### config.mk
export PLATFORM = sky130hd
export DESIGN_NAME = mpw_cmd_fifo
export DESIGN_NICKNAME = d
export VERILOG_FILES = /design/src/hw/rtl/mpw_pkg.sv /design/src/hw/rtl/mpw_cmd_fifo.sv
export SDC_FILE = /design/constraint.sdc
export NUM_CORES = 1
export LEC_CHECK = 0
export BUFFER_PORTS_ARGS = -buffer_cell sky130_fd_sc_hd__buf_2
export CAP_MARGIN = 5
export CORE_AREA = 2 2 79 81
export CTS_BUF_LIST = sky130_fd_sc_hd__clkbuf_16
export CTS_CLUSTER_DIAMETER = 150
export DETAILED_ROUTE_END_ITERATION = 8
export DIE_AREA = 0 0 81 83
export GPL_ROUTABILITY_DRIVEN = 0
export PLACE_DENSITY = 0.8
export SETUP_SLACK_MARGIN = 0.2
export SYNTH_ARGS = -nofsm -noshare
export SYNTH_HDL_FRONTEND = slang
export SYNTH_SLANG_ARGS = --single-unit
### constraint.sdc
create_clock -name clk -period 3.4 [get_ports clk]
set_input_delay 0.34 -clock clk [delete_from_list [all_inputs] [get_ports clk]]
set_output_delay 0.34 -clock clk [all_outputs]
set_load 0.02 [all_outputs]
### src/hw/rtl/mpw_pkg.sv
// Package for the max pooling window block: sizes, codes and shared types.
// Used by every module of the block; depends on nothing else.
`default_nettype none

package mpw_pkg;

    localparam int MAX_WIDTH    = 32;
    localparam int MAX_HEIGHT   = 32;
    localparam int MAX_CHANNELS = 16;
    localparam int MAX_KERNEL   = 8;

    localparam int X_W     = 5;
    localparam int Y_W     = 5;
    localparam int CH_W    = 4;
    localparam int KS_W    = 4;
    localparam int MAP_W   = 6;
    localparam int VAL_W   = 16;
    localparam int CORN_W  = X_W + KS_W;
    localparam int CNT_W   = (MAX_KERNEL > 1) ? $clog2(MAX_KERNEL) : 1;
    localparam int ADDR_W  = CH_W + Y_W + X_W;
    localparam int STORE_DEPTH = MAX_WIDTH * MAX_HEIGHT * MAX_CHANNELS;

    localparam int IN_DATA_W  = 32;
    localparam int OUT_DATA_W = 16;
    localparam int CFG_IDX_W  = 2;
    localparam int CFG_DATA_W = 6;

    localparam int FIFO_DEPTH = 2;
    localparam int FIFO_AW    = $clog2(FIFO_DEPTH);

    localparam logic [CFG_IDX_W-1:0] CFG_KERNEL_SIZE = 2'd0;
    localparam logic [CFG_IDX_W-1:0] CFG_STRIDE      = 2'd1;
    localparam logic [CFG_IDX_W-1:0] CFG_MAP_WIDTH   = 2'd2;
    localparam logic [CFG_IDX_W-1:0] CFG_MAP_HEIGHT  = 2'd3;

    localparam logic [KS_W-1:0]  KERNEL_SIZE_RST = 4'd2;
    localparam logic [KS_W-1:0]  STRIDE_RST      = 4'd2;
    localparam logic [MAP_W-1:0] MAP_WIDTH_RST   = 6'd32;
    localparam logic [MAP_W-1:0] MAP_HEIGHT_RST  = 6'd32;

    localparam logic REQ_WRITE = 1'b0;
    localparam logic REQ_QUERY = 1'b1;

    localparam logic signed [VAL_W-1:0] VAL_MIN = 16'sh8000;

    typedef enum logic [1:0] {
        CMD_WRITE,
        CMD_QUERY,
        CMD_ERROR
    } cmd_kind_t;

    typedef struct packed {
        cmd_kind_t               kind;
        logic [CH_W-1:0]         ch;
        logic [Y_W-1:0]          y;
        logic [X_W-1:0]          x;
        logic [KS_W-1:0]         k;
        logic signed [VAL_W-1:0] value;
    } cmd_t;

    typedef struct packed {
        logic full;
        logic empty;
    } fifo_flags_t;

    typedef enum logic [1:0] {
        BK_IDLE,
        BK_SCAN,
        BK_DRAIN,
        BK_HOLD
    } bk_state_t;

    typedef struct packed {
        logic      pop;
        bk_state_t state;
    } bk_status_t;

endpackage

`default_nettype wire

### src/hw/rtl/mpw_cmd_fifo.sv
// Short command queue between the front end and the back end.
// Depends on mpw_pkg for the command type and depth.
`default_nettype none

module mpw_cmd_fifo
    import mpw_pkg::*;
(
    input  wire logic  clk,
    input  wire logic  rst_n,
    input  wire logic  push,
    input  wire cmd_t  push_cmd,
    input  wire logic  pop,
    output cmd_t       head_cmd,
    output fifo_flags_t flags
);

    cmd_t               entries_reg [FIFO_DEPTH];
    logic [FIFO_AW-1:0] wr_ptr_reg;
    logic [FIFO_AW-1:0] rd_ptr_reg;
    logic [FIFO_AW:0]   count_reg;
    logic [FIFO_AW:0]   count_next;
    logic               do_push;
    logic               do_pop;

    assign flags.full  = (count_reg == (FIFO_AW+1)'(FIFO_DEPTH));
    assign flags.empty = (count_reg == '0);
    assign do_push     = push && !flags.full;
    assign do_pop      = pop && !flags.empty;
    assign head_cmd    = entries_reg[rd_ptr_reg];

    always_comb
    begin
        count_next = count_reg;
        if (do_push && !do_pop)
        begin
            count_next = count_reg + 1'b1;
        end
        else if (do_pop && !do_push)
        begin
            count_next = count_reg - 1'b1;
        end
    end

    always_ff @(posedge clk or negedge rst_n)
    begin
        if (!rst_n)
        begin
            wr_ptr_reg <= '0;
            rd_ptr_reg <= '0;
            count_reg  <= '0;
        end
        else
        begin
            if (do_push)
            begin
                wr_ptr_reg <= wr_ptr_reg + 1'b1;
            end
            if (do_pop)
            begin
                rd_ptr_reg <= rd_ptr_reg + 1'b1;
            end
            count_reg <= count_next;
        end
    end

    always_ff @(posedge clk)
    begin
        if (do_push)
        begin
            entries_reg[wr_ptr_reg] <= push_cmd;
        end
    end

endmodule

`default_nettype wire

# == Word level (Yosys, flattened, before mapping) ==
# Memory sizes are Yosys's and may differ from the RTL's.
# Index checks and enable logic that the tools add are counted.
# totals
register_bits,4
ramBits,72
input_bits,40
output_inout_bits,38
wordCells,23
mem_count,1
# mem_list
name,depth,word_bits,read_ports,rd_clocked_by_memory_dff,write_ports,line,source
entries_reg,2,36,1,0,1,mpw_cmd_fifo.sv:17,cmd_t entries_reg [FIFO_DEPTH];
# op_classes
add_sub_neg,4
eq_ne,1
mux,4
reduce_logical,10
# op_table
cell,n
logical AND 1 bit,4
zero test 1 bit,4
two-way mux 2 bit,2
adder 1 bit (second input constant),2
adder 2 x 1 -> 2 bit (second input constant),1
equality test 2 bit (second input constant),1
zero test 2 bit,1
two-way mux 1 bit,2
nonzero test 2 bit,1
subtractor 2 x 1 -> 2 bit (second input constant),1

# == Logic depth before layout (Yosys ltp) ==
# logic_depth
word_depth,7
ltp_mapped,7
mapped_depth_nobuf,7

# == Worst setup path after synthesis ==
# No wires, ideal clock.
# synth_timing
path_kind,flip-flop to flip-flop
startpoint,register count_reg[0]
endpoint,memory entries_reg[0][0] in the netlist's numbering (enable)
setup_ps,429
t_arrival_ps,2169
required_time_ps,2971
setup_slack_ps,802
path_stages_with_launch,4
n_path_buf,0
period_less_slack_ps,2598
cell_sequence,dfrtp_1 nand2b_1 nand2_1 nor2_1
# synth_via
elab_chain_cells,5
# synth_rtl
item,line,source
start: declaration,mpw_cmd_fifo.sv:20,logic [FIFO_AW:0] count_reg;
start signal: assignment,mpw_cmd_fifo.sv:62,count_reg <= count_next;
equality test 2 bit,mpw_cmd_fifo.sv:25,assign flags.full = (count_reg == (FIFO_AW+1)'(FIFO_DEPTH));
zero test 1 bit,mpw_cmd_fifo.sv:27,assign do_push = push && !flags.full;
logical AND 1 bit,mpw_cmd_fifo.sv:27,
two-way mux 1 bit,mpw_cmd_fifo.sv:68,if (do_push)
two-way mux 1 bit (not written as such),mpw_cmd_fifo.sv:70,entries_reg[wr_ptr_reg] <= push_cmd;
end: declaration,mpw_cmd_fifo.sv:17,
# Every way passes these cells.

==> metrics.cfg <==
[floorplan]
start_util = 0.506
die_h_um = 83
die_w_um = 81
design.portCount = 78
die_area_um2 = 6720
fp-row-count = 28
core_um2 = 5820

[worst_setup_path]
critPathLaunchType = flop
path_class = reg -> out
crit_required_ns = 3.06
slowest_stage = dfrtp_2
max_stage_delay_ns = 0.79
cp_cell_sequence = buf_4, mux2_4, buf_2
startpoint = rd_ptr_reg
cp.arrival_ns = 2.02
r2r_end = entries_reg[0][33]
crit_fanout = 23
reg2reg_depth = 3
critPathCaptureType = primary output
r2r_slack_ns = 1.44
r2r_start = count_reg[0]
worstSetupEndpoint = head_cmd[0]

[detailed_routing]
ant_nets = 0
drt_first_pass_iters = 4
first_iter_violations = 50
routedWlPerCell_um = 15.3
vias = 1438
drc_errors = 0
via_per_inst = 4.84
drt_wl_total_um = 4540

[clock_tree]
cts_root_buffer = clkbuf_16
cts_buffers = 9
cts.repair.resized = 0
cts_htree_levels = 3
cts.clk_slew.worst_paths_ns = 0.06
insertion_delay_ns = 0.32
clock_sink_count = 76
cts_tree = yes
cts_buffer_depth = 2

[global_routing]
grt_pass1_vias = 1560
grt_max_degree = 37
grt_first_pass_wirelength_um = 7110
antenna_found_initial = 0
grt_use_total = 0.144
grt_remaining_overflow = 0

[sta]
tns_ns = 0
timing.fmax_mhz = 424
finalSetupViolCount = 0
tightest_slew_ns = 1.05
hold_violations = 0
maxSlewViolCount = 0
setup_ws_ns = 1.04
rsz0062_at_grt = no
slew_headroom = 0.296
fin_skew_ns = 0.00272
fin_crit_sh = 0.694
finalCriticalPeriod_ns = 2.36

[synth]
synth_cells = 131
synth_top_family_by_area = multiplexers
syn_nets = 172
synth_cell_types = 15
synth-seq-area-share = 0.768
synth_xor_area_frac = 0.0149
syn_avg_cell_area_um2 = 22.5
synth_compound_area_frac = 0.00170
yosysTopAreaCellShare = 0.734
synth-seq-cells = 76
synthTopCellsByArea = edfxtp_1, mux2_4, dfrtp_1
yosys_warnings = 0
yosysTopAreaCell = edfxtp_1
synthSimpleGateAreaFrac = 0.00935
synthAdderAreaFrac = 0.00425
synthMuxAreaShare = 0.175
netlist_area_um2 = 2940

[final_layout]
antennaDiodeCount = 0
num-nets-final = 258
largest_register_ffs = 72
syn2layout_area_growth_pct = 25.5
final_cell_mix = buf_2, edfxtp_1, mux2_4, clkbuf_16, mux2_2
layout_commonest_cell = buf_2
drive_gt1_frac = 0.590

[placement]
hpwl_um = 3010
portBuffers = 77
post-place-ws_ns = 1.36

[power_and_ir_drop]
p_per_area_nw_per_um2 = 943
peakVddDrop_v = 0.000832
power_leakage_nw = 1.50

[hold_path]
hp-class = in -> reg

[run]
drv_cap = 0

[outcome]
status = complete, no violations

==> layout make-up <==
| cell class | instances | area, um2 |
|---|---|---|
| well taps | 75 | 93.8 |
| repair buffers | 79 | 403 |
| multi-input cells | 49 | 612 |
| fillers | 437 | 2120 |
| clock buffers | 9 | 225 |
| inverters | 2 | 7.51 |
| flip-flops and latches | 76 | 2260 |
| clock inverters | 7 | 91.3 |
==> what timing repair did <==
| action | in CTS | in global routing |
|---|---|---|
| setup endpoints to repair | 0 | 0 |
| buffers inserted | 0 | 0 |
| hold buffers | 1 | 0 |
| hold endpoints to repair | 4 | 0 |
==> power breakdown <==
part / switching, mW / leakage [nW] / internal [mW]
registers: 0.136 / 0.714 / 1.29
logic: 0.587 / 0.636 / 0.501
clock network: 0.334 / 0.147 / 0.637
==> worst min path at each step <==
stage / slack, ns / start / endpoint / depth (start not counted)
global placement: 0.15 / rst_n / wr_ptr_reg / 1
finish: 0.21 / push_cmd[24] / entries_reg[0][24] / 1
detailed placement: 0.16 / rst_n / count_reg[1] / 1
CTS: 0.20 / push_cmd[24] / entries_reg[0][24] / 1
global route: 0.20 / push_cmd[6] / entries_reg[1][6] / 1
floorplan: 0.04 / rst_n / count_reg[0] / 0
==> worst max-delay path: cells and delay by family, from the launching register on <==
| kind | cells | cell delay, ns |
|---|---|---|
| flip-flops | 1 | 0.79 |
| buffers and inverters | 2 | 0.57 |
| multiplexers | 1 | 0.33 |
==> cells in the mapped netlist, drive strengths merged <==
cell / instances
inv: 2
mux2: 36
buf: 4
ha: 1
and3: 1
dfrtp: 4
nor2: 3
edfxtp: 72
nand2: 1
xor2: 2
nand2b: 1
o21ai: 1
xnor2: 3
==> layer usage <==
metal	wire, um	track usage	up-vias
met1	1830	0.164	704
met5	0	0	-
li1	-	-	678
met4	117	0.0909	0
met2	2390	0.240	48
met3	207	0.0315	8
==> logic make-up (layout without fill, tap and decap cells) <==
family          after synthesis  in the layout
simple gates                  6              6
compound gates                1              1
xor+xnor                      5              5
fa+ha+maj                     1              1
flops                        76             76
mux                          36             36
buf+inv                       6             97
==> per-stage QoR <==
stage	utilization	hold WS [ns]	power (mW)	instances	cell area, um2
finish	0.636	0.206	3.48	297	3700
detailed placement	0.579	0.156	2.55	280	3370
global placement	0.579	0.151	2.52	280	3370
CTS	0.636	0.196	3.53	297	3700
global route	0.636	0.199	3.64	297	3700
floorplan	-	0.0444	2.31	131	2940
(Power assumes the default switching activity.)
