==> config.mk <==
export PLATFORM = sky130hd
export DESIGN_NAME = mpw_front
export DESIGN_NICKNAME = d
export VERILOG_FILES = /design/src/hw/rtl/mpw_pkg.sv /design/src/hw/rtl/mpw_front.sv
export SDC_FILE = /design/constraint.sdc
export NUM_CORES = 1
export LEC_CHECK = 0
export ABC_AREA = 1
export BUFFER_PORTS_ARGS = -buffer_cell sky130_fd_sc_hd__buf_2
export CAP_MARGIN = 25
export CORE_ASPECT_RATIO = 0.75
export CORE_MARGIN = 3
export CORE_UTILIZATION = 50
export CTS_BUF_LIST = sky130_fd_sc_hd__clkbuf_4 sky130_fd_sc_hd__clkbuf_8 sky130_fd_sc_hd__clkbuf_16
export DETAILED_ROUTE_END_ITERATION = 7
export PLACE_DENSITY = 0.77
export SLEW_MARGIN = 20
export SYNTH_ARGS = -nofsm -noshare
export SYNTH_HDL_FRONTEND = slang
export SYNTH_SLANG_ARGS = --single-unit
==> constraint.sdc <==
create_clock -name clk -period 7.7 [get_ports clk]
set_clock_uncertainty 0.15 [all_clocks]
set_input_delay 0.77 -clock clk [delete_from_list [all_inputs] [get_ports clk]]
set_output_delay 0.77 -clock clk [all_outputs]
set_load 0.005 [all_outputs]
==> src/hw/rtl/mpw_pkg.sv <==
// Package for the max pooling window block: sizes, codes and shared types.
// Used by every module of the block; depends on nothing else.
`default_nettype none

package mpw_pkg;

    localparam int MAX_WIDTH    = 32;
    localparam int MAX_HEIGHT   = 32;
    localparam int MAX_CHANNELS = 16;
    localparam int MAX_KERNEL   = 8;

    localparam int X_W     = 5;
    localparam int Y_W     = 5;
    localparam int CH_W    = 4;
    localparam int KS_W    = 4;
    localparam int MAP_W   = 6;
    localparam int VAL_W   = 16;
    localparam int CORN_W  = X_W + KS_W;
    localparam int CNT_W   = (MAX_KERNEL > 1) ? $clog2(MAX_KERNEL) : 1;
    localparam int ADDR_W  = CH_W + Y_W + X_W;
    localparam int STORE_DEPTH = MAX_WIDTH * MAX_HEIGHT * MAX_CHANNELS;

    localparam int IN_DATA_W  = 32;
    localparam int OUT_DATA_W = 16;
    localparam int CFG_IDX_W  = 2;
    localparam int CFG_DATA_W = 6;

    localparam int FIFO_DEPTH = 2;
    localparam int FIFO_AW    = $clog2(FIFO_DEPTH);

    localparam logic [CFG_IDX_W-1:0] CFG_KERNEL_SIZE = 2'd0;
    localparam logic [CFG_IDX_W-1:0] CFG_STRIDE      = 2'd1;
    localparam logic [CFG_IDX_W-1:0] CFG_MAP_WIDTH   = 2'd2;
    localparam logic [CFG_IDX_W-1:0] CFG_MAP_HEIGHT  = 2'd3;

    localparam logic [KS_W-1:0]  KERNEL_SIZE_RST = 4'd2;
    localparam logic [KS_W-1:0]  STRIDE_RST      = 4'd2;
    localparam logic [MAP_W-1:0] MAP_WIDTH_RST   = 6'd32;
    localparam logic [MAP_W-1:0] MAP_HEIGHT_RST  = 6'd32;

    localparam logic REQ_WRITE = 1'b0;
    localparam logic REQ_QUERY = 1'b1;

    localparam logic signed [VAL_W-1:0] VAL_MIN = 16'sh8000;

    typedef enum logic [1:0] {
        CMD_WRITE,
        CMD_QUERY,
        CMD_ERROR
    } cmd_kind_t;

    typedef struct packed {
        cmd_kind_t               kind;
        logic [CH_W-1:0]         ch;
        logic [Y_W-1:0]          y;
        logic [X_W-1:0]          x;
        logic [KS_W-1:0]         k;
        logic signed [VAL_W-1:0] value;
    } cmd_t;

    typedef struct packed {
        logic full;
        logic empty;
    } fifo_flags_t;

    typedef enum logic [1:0] {
        BK_IDLE,
        BK_SCAN,
        BK_DRAIN,
        BK_HOLD
    } bk_state_t;

    typedef struct packed {
        logic      pop;
        bk_state_t state;
    } bk_status_t;

endpackage

`default_nettype wire

==> src/hw/rtl/mpw_front.sv <==
// Front end of the max pooling window block: configuration registers, input
// transfers, window corner and bounds check. Depends on mpw_pkg.
`default_nettype none

module mpw_front
    import mpw_pkg::*;
(
    input  wire logic                  clk,
    input  wire logic                  rst_n,
    input  wire logic                  cfg_we,
    input  wire logic [CFG_IDX_W-1:0]  cfg_addr,
    input  wire logic [CFG_DATA_W-1:0] cfg_wdata,
    input  wire logic                  s_axis_tvalid,
    output logic                       s_axis_tready,
    input  wire logic [IN_DATA_W-1:0]  s_axis_tdata,
    input  wire logic                  s_axis_tuser,
    input  wire fifo_flags_t           flags,
    output logic                       push,
    output cmd_t                       push_cmd
);

    logic [KS_W-1:0]   kernel_size_reg;
    logic [KS_W-1:0]   stride_reg;
    logic [MAP_W-1:0]  map_width_reg;
    logic [MAP_W-1:0]  map_height_reg;

    logic [X_W-1:0]    px;
    logic [Y_W-1:0]    py;
    logic [CH_W-1:0]   ch;
    logic [VAL_W-1:0]  val;
    logic [MAP_W-1:0]  mw_eff;
    logic [MAP_W-1:0]  mh_eff;
    logic [CORN_W-1:0] x0;
    logic [CORN_W-1:0] y0;
    logic [CORN_W:0]   x_end;
    logic [CORN_W:0]   y_end;
    logic              win_err;
    logic              write_ok;
    logic              accept;

    always_ff @(posedge clk or negedge rst_n)
    begin
        if (!rst_n)
        begin
            kernel_size_reg <= KERNEL_SIZE_RST;
            stride_reg      <= STRIDE_RST;
            map_width_reg   <= MAP_WIDTH_RST;
            map_height_reg  <= MAP_HEIGHT_RST;
        end
        else if (cfg_we)
        begin
            unique case (cfg_addr)
                CFG_KERNEL_SIZE: kernel_size_reg <= cfg_wdata[KS_W-1:0];
                CFG_STRIDE:      stride_reg      <= cfg_wdata[KS_W-1:0];
                CFG_MAP_WIDTH:   map_width_reg   <= cfg_wdata[MAP_W-1:0];
                CFG_MAP_HEIGHT:  map_height_reg  <= cfg_wdata[MAP_W-1:0];
            endcase
        end
    end

    assign px  = s_axis_tdata[X_W-1:0];
    assign py  = s_axis_tdata[X_W+Y_W-1:X_W];
    assign ch  = s_axis_tdata[X_W+Y_W+CH_W-1:X_W+Y_W];
    assign val = s_axis_tdata[X_W+Y_W+CH_W+VAL_W-1:X_W+Y_W+CH_W];

    assign s_axis_tready = !flags.full;
    assign accept        = s_axis_tvalid && s_axis_tready;

    always_comb
    begin
        mw_eff = (int'(map_width_reg) > MAX_WIDTH) ? MAP_W'(MAX_WIDTH) : map_width_reg;
        mh_eff = (int'(map_height_reg) > MAX_HEIGHT) ? MAP_W'(MAX_HEIGHT) : map_height_reg;
        x0     = CORN_W'(px) * CORN_W'(stride_reg);
        y0     = CORN_W'(py) * CORN_W'(stride_reg);
        x_end  = (CORN_W+1)'(x0) + (CORN_W+1)'(kernel_size_reg);
        y_end  = (CORN_W+1)'(y0) + (CORN_W+1)'(kernel_size_reg);
        win_err = (kernel_size_reg == '0) ||
                  (int'(kernel_size_reg) > MAX_KERNEL) ||
                  (int'(ch) >= MAX_CHANNELS) ||
                  (x_end > (CORN_W+1)'(mw_eff)) ||
                  (y_end > (CORN_W+1)'(mh_eff));
        write_ok = (int'(px) < MAX_WIDTH) && (int'(py) < MAX_HEIGHT) &&
                   (int'(ch) < MAX_CHANNELS);
    end

    always_comb
    begin
        push_cmd.ch    = ch;
        push_cmd.k     = kernel_size_reg;
        push_cmd.value = val;
        if (s_axis_tuser == REQ_WRITE)
        begin
            push_cmd.kind = CMD_WRITE;
            push_cmd.x    = px;
            push_cmd.y    = py;
        end
        else
        begin
            push_cmd.kind = win_err ? CMD_ERROR : CMD_QUERY;
            push_cmd.x    = x0[X_W-1:0];
            push_cmd.y    = y0[Y_W-1:0];
        end
        push = accept && ((s_axis_tuser == REQ_QUERY) || write_ok);
    end

endmodule

`default_nettype wire

Word level (Yosys, flattened, before mapping)
Index checks and enable logic that the tools add are counted.
- add/subtract/negate cells: 2
- multipliers: 2
- magnitude comparators: 5
- eq/ne operators: 3
- mux-type cells: 5
- reductions and logical operators: 11
- operators by type and width (operator ; count):
    $add A9 B4 Y10 ; 2
    $gt A10 B6 Y1 ; 2
    $mul A5 B4 Y9 ; 2
    $gt A6 B6 Y1 const B ; 2
    $mux W6 ; 2
    $mux W10 ; 1
    $reduce_and A2 Y1 ; 4
    $eq A2 B2 Y1 const B ; 2
    $gt A4 B4 Y1 const B ; 1
    $logic_not A4 Y1 ; 1
    $mux W2 ; 2
    $logic_or A1 B1 Y1 ; 3
    $eq A2 B1 Y1 const B ; 1
    $logic_not A2 Y1 ; 1
    $logic_and A1 B1 Y1 ; 1
    $logic_not A1 Y1 ; 1
- bits in registers: 20
- bits of input ports: 47
- output and inout port bits: 38
- logic and storage cells: 32

Longest topological paths before layout
Gate-level depths: netlist (run 1).
- depth in word-level cells: 7
- depth in mapped cells: 29
- gate-level depth less buffers: 28

Worst setup path before layout (run 1)
Ideal clock, no wire load.
- kind: input to output
- start: input port s_axis_tdata[5]
- end: output port push_cmd[34] (netlist name)
- data arrival time: 4.311 ns
- data required time: 6.780 ns
- slack: 2.469 ns
- stages: 25
- buffers on the path: 0
- cells stage by stage: nand2_1 > fa_1 > inv_1 > fa_1 > inv_1 > fa_1 > inv_1 > ha_1 > nand2_1 > nand2_1 > nor2_1 > nand2_1 > nand2_1 > inv_1 > ha_1 > nand2_1 > nor2_1 > nand3_1 > nand2_1 > inv_1 > nor2_1 > nand3_1 > nor2_1 > nand2_1 > nor2_2
- RTL lines (item ; line ; text):
    start, declared ; mpw_front.sv:15 ; input wire logic [IN_DATA_W-1:0] s_axis_tdata,
    end, declared ; mpw_front.sv:19 ; output cmd_t push_cmd

==> results by group, run 1 <==
Clocking
  – TritonCTS clock tree: built
  – Setup Fix Bufs, Post-CTS: 0
  – Cts repair resizes: 0
  – Quantity of hold-fixing buffers added after cts: 0
  – CTS H-Tree Depth: 1
  – Clock Tree Root: clkbuf_8
  – Sink Count: 20
  – Max clock buf depth: 2
  – Clock Pin Slew Worst Setup and Hold Paths: 80 ps
  – Worst-skew pair later-pin latency: 260 ps
  – CTS buffer count: 3

Placement
  – Final Wtd Congestion: 0.848
  – PortBufs: 41
  – Dpl cells: 572
  – DPL Wire Length: 5760 um

Routing
  – Antenna-violating nets left: 0
  – Vias: 2,887
  – Drt pass-1 iters: 4
  – DR iter-0 viols: 213
  – Final WL: 6930 um
  – Vias per cell: 5.01
  – # DRC: 0
  – Drt wl/cell: 12.0 um

Floorplanning
  – I/O pin total: 85
  – Row cnt: 24
  – Initial Utilization: 52.9%
  – CORE AREA: 5950 um2
  – Area of the die: 7290 um2
  – Die Wd: 97.6 um
  – Die H: 74.7 um

Hold path
  – Worst hold path type: in -> async

Setup path
  – Crit start category: flip-flop
  – Setup CP Type: reg -> out
  – WP data arrival: 4950 ps
  – Most common cell type on the critical path: nand2_1
  – Crit-path leading delay family: adder cells
  – Crit Reg-Reg Endpoint: stride_reg[2]$_DFFE_PN0P_
  – WP buf/inv: 6
  – CP max FO: 11
  – Worst Path Required: 6780 ps
  – Critical-path top delay cell: dfrtp_1
  – CP max stage delay: 630 ps
  – Worst r2r src: stride_reg[2]$_DFFE_PN0P_
  – Reg-to-reg slack, setup: 6640 ps
  – R2R depth: 2
  – Worst Setup End Kind: output pin

Yosys
  – Syn avg cell area: 6.56 um2
  – Dominant cells by area after synthesis: ha_1, nand2_1, dfrtp_1
  – Syn Std Cell Area: 3150 um2
  – Yosys top cell area share: 18.3%
  – Most numerous cell in the Yosys netlist: nand2_1
  – Post-Synthesis Cells: 480
  – Synth Register Bits: 20
  – Yosys warns: 0
  – Fraction of registers with async set/reset: 100%
  – Seq/Total Area, Yosys: 16.1%
  – Post-synth EDFFs: 0
  – Post-synth cell types: 26
  – Synth Flop Type: dfrtp_1
  – Commonest cells post-synth: nand2_1, inv_1, ha_1, nand3_1, o21ai_0
  – Post-synth net total: 587
  – Yosys top cell by area: ha_1

Layout
  – Antenna fix cells: 0
  – Final #Nets: 606
  – P&R area growth vs syn: 6.28%
  – Fill count: 592
  – Storage cell area: 505 um2
  – Layout cells sized above 1: 11.4%
  – Area taken by multi-input logic gates: 2090 um2
  – Final std cells w/o fill: 576

STA
  – Period utilization: 76.2%
  – Final Critical Period: 5870 ps
  – Final setup viols: 0
  – Endpoints failing hold: 0
  – Slew headroom: 69.4%
  – Max Slew Vio Count: 0
  – TNS Setup: 0 ps
  – Max frequency: 170 MHz
  – RSZ-0062 raised after global routing: false
  – Hold_ws: 282 ps
  – Worst-margin pin slew: 459 ps

Power
  – PD cells: 236 nW/um2
  – Static leakage: 2.14 nW
  – Maximum VDD drop: 0.000163 V

GRT
  – Initial antenna violation count: 0
  – Largest net degree at the start of global routing: 21
  – Number of global-route vias before repair: 2,742
  – Wire length of the first global-routing pass: 12,000 um
  – GRT Resource Usage Total: 19.9%
  – GRT overflow: 0

Job
  – Max cap viols: 0

Status
  – Status: finished, final reports clean
## cells by family (layout without fill, tap and decap cells)
family	after synthesis	count (layout)	synth area share, %
AOI/OAI and AO/OA	43	43	7.27
DFF	20	20	16.1
xor gates and xnor gates	12	12	3.58
adders and majority gates	60	60	27.2
buffers and inverters	127	145	17.5
and+or+nand+nor	218	218	28.4
## metrics by stage
step / util [%] / instance area (um2) / setup WS (ps) / power [mW]
after detailed placement: 55.1 / 3270 / 1900 / 0.683
after global routing: 56.3 / 3350 / 1320 / 0.893
after CTS: 56.3 / 3350 / 1830 / 0.794
after global placement: 55.1 / 3270 / 1960 / 0.660
after floorplan: - / 3150 / 2470 / 0.562
final: 56.3 / 3350 / 1830 / 0.790
## layout make-up
class	count	area share (%)
well taps	78	2.92
flip-flops and latches	20	15.1
clock inverters	1	0.898
inverters	100	11.2
repair buffers	41	6.13
multi-input cells	333	62.5
clock buffers	3	1.23
## power by group
| part | internal, mW | switching [mW] | total [mW] |
|---|---|---|---|
| combinational | 0.217 | 0.314 | 0.531 |
| sequential | 0.124 | 0.0285 | 0.153 |
| clock | 0.0695 | 0.0362 | 0.106 |
| total | 0.411 | 0.379 | 0.790 |
## cells in the final DEF, fill, tap and decap left out, drive strengths merged
cell      n
a21oi    12
nor3      2
fa       14
buf      41
o21bai    1
inv     100
dfstp     4
a31oi     1
clkbuf    3
nand2b    1
nand3b    1
dfrtp    16
nand3    29
and2      1
xor2      5
ha       46
nor2     23
xnor2     7
bufinv    1
a21boi    4
nand2   154
o21ai    25
nand4     7
## routing by layer
metal  track usage (%)  vias to the layer above  share of wire (%)
met5                 0                        -                  0
met4              5.22                        0               0.75
met2              32.6                       60                 46
met1              27.5                     1326                 48
met3              3.70                        8                4.8
li1                  -                     1493                  -
## worst max-delay path by stage
stage / start / endpoint / slack [ps] / depth (start not counted)
finish: stride_reg[2]$_DFFE_PN0P_ / push_cmd[34] / 1830 / 26
global route: stride_reg[2]$_DFFE_PN0P_ / push_cmd[34] / 1320 / 26
CTS: stride_reg[2]$_DFFE_PN0P_ / push_cmd[34] / 1830 / 26
detailed placement: s_axis_tdata[5] / push_cmd[34] / 1900 / 27
global placement: s_axis_tdata[5] / push_cmd[34] / 1960 / 27
floorplan: s_axis_tdata[5] / push_cmd[34] / 2470 / 25
Power figures use the tool's default switching activity.
==> run 2, diff against run 1 <==
Clock period 7.7 ns to 5.7 ns, I/O delays scaled along.
==> run 2 against run 1 <==
  * Sequential power rose by 34%
  * Via count is 0.21% lower
  * Count of clock-buffer cells in the layout did not move
  * Die area did not move
  * Total power is 38% higher
==> results by group, run 2 (synthesized netlist as in run 1, its figures left out) <==
Status
  – Status: finished, final reports clean

Setup path
  – Worst r2r src: stride_reg[3]$_DFFE_PN0P_
  – Setup CP Type: reg -> out
  – WP data arrival: 4690 ps (-260 ps)
  – Worst setup startpoint: stride_reg[1]$_DFFE_PN1P_
  – Crit start category: flip-flop
  – Worst Path Required: 4980 ps (-1800 ps)
  – Reg-to-reg slack, setup: 4650 ps (-1990 ps)
  – CP max FO: 7 (-4)
  – Worst Setup End Kind: output pin

STA
  – Period utilization: 94.9%
  – Max frequency: 185 MHz
  – Final setup viols: 0 (unchanged)
  – Worst-margin pin slew: 444 ps (-15.0 ps)
  – TNS Setup: 0 ps (unchanged)
  – Endpoints failing hold: 0 (unchanged)
  – Final Critical Period: 5410 ps
  – Max Slew Vio Count: 0 (unchanged)
  – Hold_ws: 94.5 ps (-187 ps)
  – Slew headroom: 70.4% (+1.0 points)

Clocking
  – CTS buffer count: 3 (unchanged)
  – Max clock buf depth: 2 (unchanged)
  – Sink Count: 20 (unchanged)
  – Worst-skew pair later-pin latency: 260 ps (about the same)
  – Clock Tree Root: clkbuf_8
  – Clock Pin Slew Worst Setup and Hold Paths: 80 ps (about the same)
  – TritonCTS clock tree: built
  – CTS H-Tree Depth: 1 (unchanged)
  – Quantity of hold-fixing buffers added after cts: 0 (unchanged)

GRT
  – GRT overflow: 0 (unchanged)
  – Wire length of the first global-routing pass: 12,300 um (+2.3%)
  – Largest net degree at the start of global routing: 21 (unchanged)
  – Initial antenna violation count: 0 (unchanged)
  – GRT Resource Usage Total: 20.1% (+0.19 points)
  – Number of global-route vias before repair: 2,792 (+1.8%)

Floorplanning
  – Die Wd: 97.6 um (unchanged)
  – I/O pin total: 85 (unchanged)
  – Die H: 74.7 um (unchanged)
  – Area of the die: 7290 um2 (unchanged)
  – CORE AREA: 5950 um2 (unchanged)
  – Row cnt: 24 (unchanged)
  – Initial Utilization: 52.9% (unchanged)

Layout
  – Commonest non-fill, non-tap cell in the layout: nand2_1
  – Layout cells sized above 1: 13.8% (+2.3 points)
  – Antenna fix cells: 0 (unchanged)
  – Most frequent cells in the layout: nand2_1, inv_1, ha_1
  – Finished Cell Area: 3410 um2 (+1.9%)
  – P&R area growth vs syn: 8.27%
  – Final #Nets: 609 (+0.50%)

Placement
  – PortBufs: 41 (unchanged)
  – Area after DPL: 3280 um2 (+0.23%)
  – DPL Wire Length: 5930 um (+2.9%)
  – Final Wtd Congestion: 0.845 (-0.33%)

Routing
  – DR iter-0 viols: 179 (-16%)
  – Antenna-violating nets left: 0 (unchanged)
  – Drt pass-1 iters: 4 (unchanged)
  – Final WL: 7090 um (+2.2%)
  – Vias per cell: 4.98 (-0.72%)
  – Drt wl/cell: 12.2 um (+1.7%)
  – # DRC: 0 (unchanged)
  – Vias: 2,881 (-0.21%)

Power
  – PD cells: 321 nW/um2 (+36%)
  – Maximum VDD drop: 0.000161 V (-1.2%)
  – Static leakage: 2.15 nW (+0.50%)
  – Total power: 1.09 mW (+38%)

Hold path
  – Worst hold path type: in -> async

Job
  – Max cap viols: 0 (unchanged)
-- run 2: worst max-delay path, cell delays in order, from the launching register on --
cell,delay [ps]
dfstp_2,610
buf_4,160
nand2_1,70
fa_1,460
fa_1,540
inv_1,70
fa_2,590
ha_4,220
a21oi_1,210
nor2_1,70
xor2_1,160
ha_1,300
nand2_1,90
nor2_2,50
nand2_1,60
nand3_1,110
nand2_1,80
nand2_1,50
nor2_1,80
nand3_1,80
nor2_1,100
nand2_1,70
nor2_2,70
buf_2,110
-- run 2: through the flow --
stage               worst slack, ps  util, %  std cells
global route                 -0.870     57.3        579
floorplan                       691        -        480
finish                          288     57.3        579
detailed placement              279     55.2        573
global placement                364     55.2        573
CTS                            47.3     56.4        577
-- run 2: repair_timing --
| action | 4_1_cts | 5_1_grt |
|---|---|---|
| resized for setup | 0 | 9 |
| setup buffers | 0 | 2 |
| hold endpoints to repair | 0 | 0 |
| setup endpoints to repair | 0 | 2 |
-- run 2: area by class of cell --
cell class,instances,area (um2)
multi-input cells,333,2130
clock buffers,3,41.3
well taps,78,97.6
repair buffers,44,228
clock inverters,1,30.0
flip-flops and latches,20,508
fillers,551,2540
inverters,100,375
-- run 2: final timing paths --
kind / cells after the start / end
max in group asynchronous: 1 / kernel_size_reg[1]$_DFFE_PN1P_
max: 23 / push_cmd[34]
min: 1 / kernel_size_reg[0]$_DFFE_PN0P_
max reg2reg: 3 / stride_reg[3]$_DFFE_PN0P_
min in group clk: 2 / map_width_reg[0]$_DFFE_PN0P_
min reg2reg: 2 / map_width_reg[0]$_DFFE_PN0P_
-- run 2: per-layer routing --
| layer | vias to the layer above | GRT usage, % | share of wire [%] |
|---|---|---|---|
| met3 | 4 | 3.06 | 4.1 |
| li1 | 1503 | - | - |
| met1 | 1325 | 27.6 | 48 |
| met5 | - | 0 | 0 |
| met2 | 49 | 34.3 | 48 |
| met4 | 0 | 3.99 | 0.31 |
-- run 2: power breakdown --
part	internal, mW	switching, mW	total, mW
Combinational	0.311	0.437	0.747
Clock	0.0937	0.0474	0.141
Sequential	0.168	0.0364	0.205
==> run 3, diff against run 2 <==
Settings changed: BUFFER_PORTS_ARGS -buffer_cell sky130_fd_sc_hd__buf_2 to -buffer_cell sky130_fd_sc_hd__buf_4.
==> run 3 against run 2 <==
  * Worst hold slack got worse by 77 ps
  * Global-route usage fell by 0.55 points
  * Design area increased by 3.6%
  * Fmax barely moved
  * Total power is 2.1% higher
  * Combinational power rose by 2.8%
  * Highest routed layer unchanged
  * Non-clock buffer count is 3 higher
  * Flip-flop and latch count did not move
  * Critical path type unchanged
  * Via count is 0.42% higher
==> results by group, run 3 (synthesized netlist as in run 1, its figures left out) <==
Layout
  – Final #Nets: 612 (+0.49%)
  – Area taken by multi-input logic gates: 2130 um2 (about the same)
  – Layout cells sized above 1: 14.1% (+0.31 points)
  – Fill count: 562 (+2.0%)
  – Commonest non-fill, non-tap cell in the layout: nand2_1
  – P&R area growth vs syn: 12.2%
  – Antenna fix cells: 0 (unchanged)
  – Most frequent cells in the layout: nand2_1, inv_1, buf_4
  – Final std cells w/o fill: 582 (+0.52%)
  – Storage cell area: 508 um2 (unchanged)

STA
  – Final Critical Period: 5410 ps (+0.718 ps)
  – Max frequency: 185 MHz (about the same)
  – TNS Setup: 0 ps (unchanged)
  – Endpoints failing hold: 0 (unchanged)
  – Max Slew Vio Count: 0 (unchanged)
  – Slew headroom: 69.3% (-1.1 points)
  – RSZ-0062 raised after global routing: false
  – Final setup viols: 0 (unchanged)
  – Worst-margin pin slew: 461 ps (+16.4 ps)
  – Period utilization: 95.0% (about the same)

Power
  – Comb power frac: 68.8% (+0.4 points)
  – Sw Share: 46.9% (-0.67 points)
  – Static leakage: 2.20 nW (+2.2%)
  – Net Sw Power: 0.524 mW (+0.65%)
  – Maximum VDD drop: 0.000179 V (+11%)
  – Clock power frac: 12.7% (-0.2 points)
  – Cell Int Power: 0.593 mW (+3.4%)
  – PD cells: 316 nW/um2 (-1.5%)
  – Sequential Power Share: 18.4% (-0.3 points)

Routing
  – Vias per cell: 4.97 (-0.10%)
  – # DRC: 0 (unchanged)
  – Met1 Wirelength: 3430 um (+1.0%)
  – Drt wl/cell: 12.1 um (-1.2%)
  – DR iter-0 viols: 171 (-4.5%)
  – Antenna-violating nets left: 0 (unchanged)
  – Vias: 2,893 (+0.42%)
  – Drt pass-1 iters: 6 (+2)
  – Met2 WL: 3210 um (-5.0%)
  – Highest routed layer: met4
  – WL met3: 359 um (+23%)
  – Final WL: 7040 um (-0.69%)

Hold path
  – Worst hold path type: in -> async

Setup path
  – Worst Setup End Kind: output pin
  – Worst Path Required: 4980 ps (about the same)
  – Crit Reg-Reg Endpoint: stride_reg[0]$_DFFE_PN0P_
  – Critical-path top delay cell: dfstp_2
  – CP max FO: 6 (-1)
  – Worst r2r src: stride_reg[0]$_DFFE_PN0P_
  – CP max stage delay: 610 ps (about the same)
  – Most common cell type on the critical path: nand2_1
  – Reg-to-reg slack, setup: 4670 ps (+20 ps)
  – Crit-path leading delay family: adder cells
  – R2R depth: 2 (-1)
  – Crit start category: flip-flop
  – WP data arrival: 4690 ps (about the same)
  – WP buf/inv: 5 (+2)
  – Setup CP Type: reg -> out
  – Critical-path cell list: buf_4 > nand2_1 > fa_1 > fa_1 > inv_1 > fa_1 > ha_4 > nand2_1 > nor2_1 > nor2_2 > xnor2_1 > inv_1 > ha_1 > nand2_1 > nor2_1 > nand3_1 > a21oi_1 > nand3_1 > nor2_1 > nand3_1 > nand2_1 > inv_1 > buf_4

Floorplanning
  – Area of the die: 7290 um2 (unchanged)
  – Initial Utilization: 52.9% (unchanged)
  – I/O pin total: 85 (unchanged)
  – Die Wd: 97.6 um (unchanged)
  – CORE AREA: 5950 um2 (unchanged)
  – Row cnt: 24 (unchanged)
  – Die H: 74.7 um (unchanged)

Clocking
  – TritonCTS clock tree: built
  – Clock Pin Slew Worst Setup and Hold Paths: 80 ps (about the same)
  – Quantity of hold-fixing buffers added after cts: 0 (unchanged)
  – CTS buffer count: 3 (unchanged)
  – Sink Count: 20 (unchanged)
  – CTS H-Tree Depth: 1 (unchanged)
  – Clock Tree Root: clkbuf_8
  – Worst-skew pair later-pin latency: 260 ps (about the same)
  – Max clock buf depth: 2 (unchanged)

Placement
  – DPL Wire Length: 5810 um (-1.9%)
  – Dpl cells: 572 (-0.17%)
  – PortBufs: 41 (unchanged)
  – Final Wtd Congestion: 0.849 (+0.50%)

Job
  – Max cap viols: 0 (unchanged)

GRT
  – GRT Resource Usage Total: 19.5% (-0.55 points)
  – GRT overflow: 0 (unchanged)
  – Wire length of the first global-routing pass: 11,900 um (-3.3%)
  – Initial antenna violation count: 0 (unchanged)
  – Number of global-route vias before repair: 2,671 (-4.3%)
  – Largest net degree at the start of global routing: 21 (unchanged)

Status
  – Status: finished, final reports clean
-- run 3: worst max path at each step --
| stage | start | endpoint | slack (ps) | cells after the start |
|---|---|---|---|---|
| floorplan | stride_reg[1]$_DFFE_PN1P_ | push_cmd[34] | 690 | 26 |
| global placement | s_axis_tdata[5] | push_cmd[34] | 400 | 27 |
| detailed placement | s_axis_tdata[5] | push_cmd[34] | 360 | 27 |
| CTS | stride_reg[3]$_DFFE_PN0P_ | push_cmd[34] | 70 | 26 |
| global route | stride_reg[1]$_DFFE_PN1P_ | push_cmd[34] | 30 | 27 |
| finish | stride_reg[1]$_DFFE_PN1P_ | push_cmd[35] | 290 | 23 |
-- run 3: through the flow --
| stage | setup slack [ps] | instance area (um2) | total power [mW] | util [%] | hold WS, ps |
|---|---|---|---|---|---|
| 2_1_floorplan | 691 | 3150 | 0.759 | - | 124 |
| 3_3_place_gp | 397 | 3380 | 0.907 | 56.8 | 307 |
| 3_5_place_dp | 359 | 3380 | 0.936 | 56.8 | 309 |
| 4_1_cts | 72.3 | 3450 | 1.08 | 58.0 | 23.3 |
| 5_1_grt | 28.4 | 3530 | 1.25 | 59.4 | 28.8 |
| 6_report | 288 | 3530 | 1.12 | 59.4 | 17.7 |
-- run 3: repair_timing --
| item | in CTS | in global routing |
|---|---|---|
| resized for setup | 0 | 8 |
| endpoints found under the setup margin | 0 | 2 |
| setup buffers | 0 | 6 |
-- run 3: layout make-up --
| cell class | instances | share of cell area, % |
|---|---|---|
| clock inverters | 1 | 0.850 |
| inverters | 100 | 10.6 |
| repair buffers | 47 | 9.99 |
| flip-flops and latches | 20 | 14.4 |
| multi-input cells | 333 | 60.2 |
| clock buffers | 3 | 1.17 |
| well taps | 78 | 2.76 |
-- run 3: metal layers --
layer | GRT usage (%) | vias to the layer above
li1 | - | 1511
met1 | 28.1 | 1310
met5 | 0 | -
met4 | 3.99 | 0
met2 | 31.4 | 67
met3 | 3.24 | 5
-- run 3: power groups by stage --
stage	registers, mW	clock network, mW	logic (mW)
3_3_place_gp	0.208	0	0.699
3_5_place_dp	0.209	0	0.726
2_1_floorplan	0.187	0	0.573
5_1_grt	0.209	0.151	0.890
4_1_cts	0.207	0.143	0.732
6_report	0.206	0.142	0.768
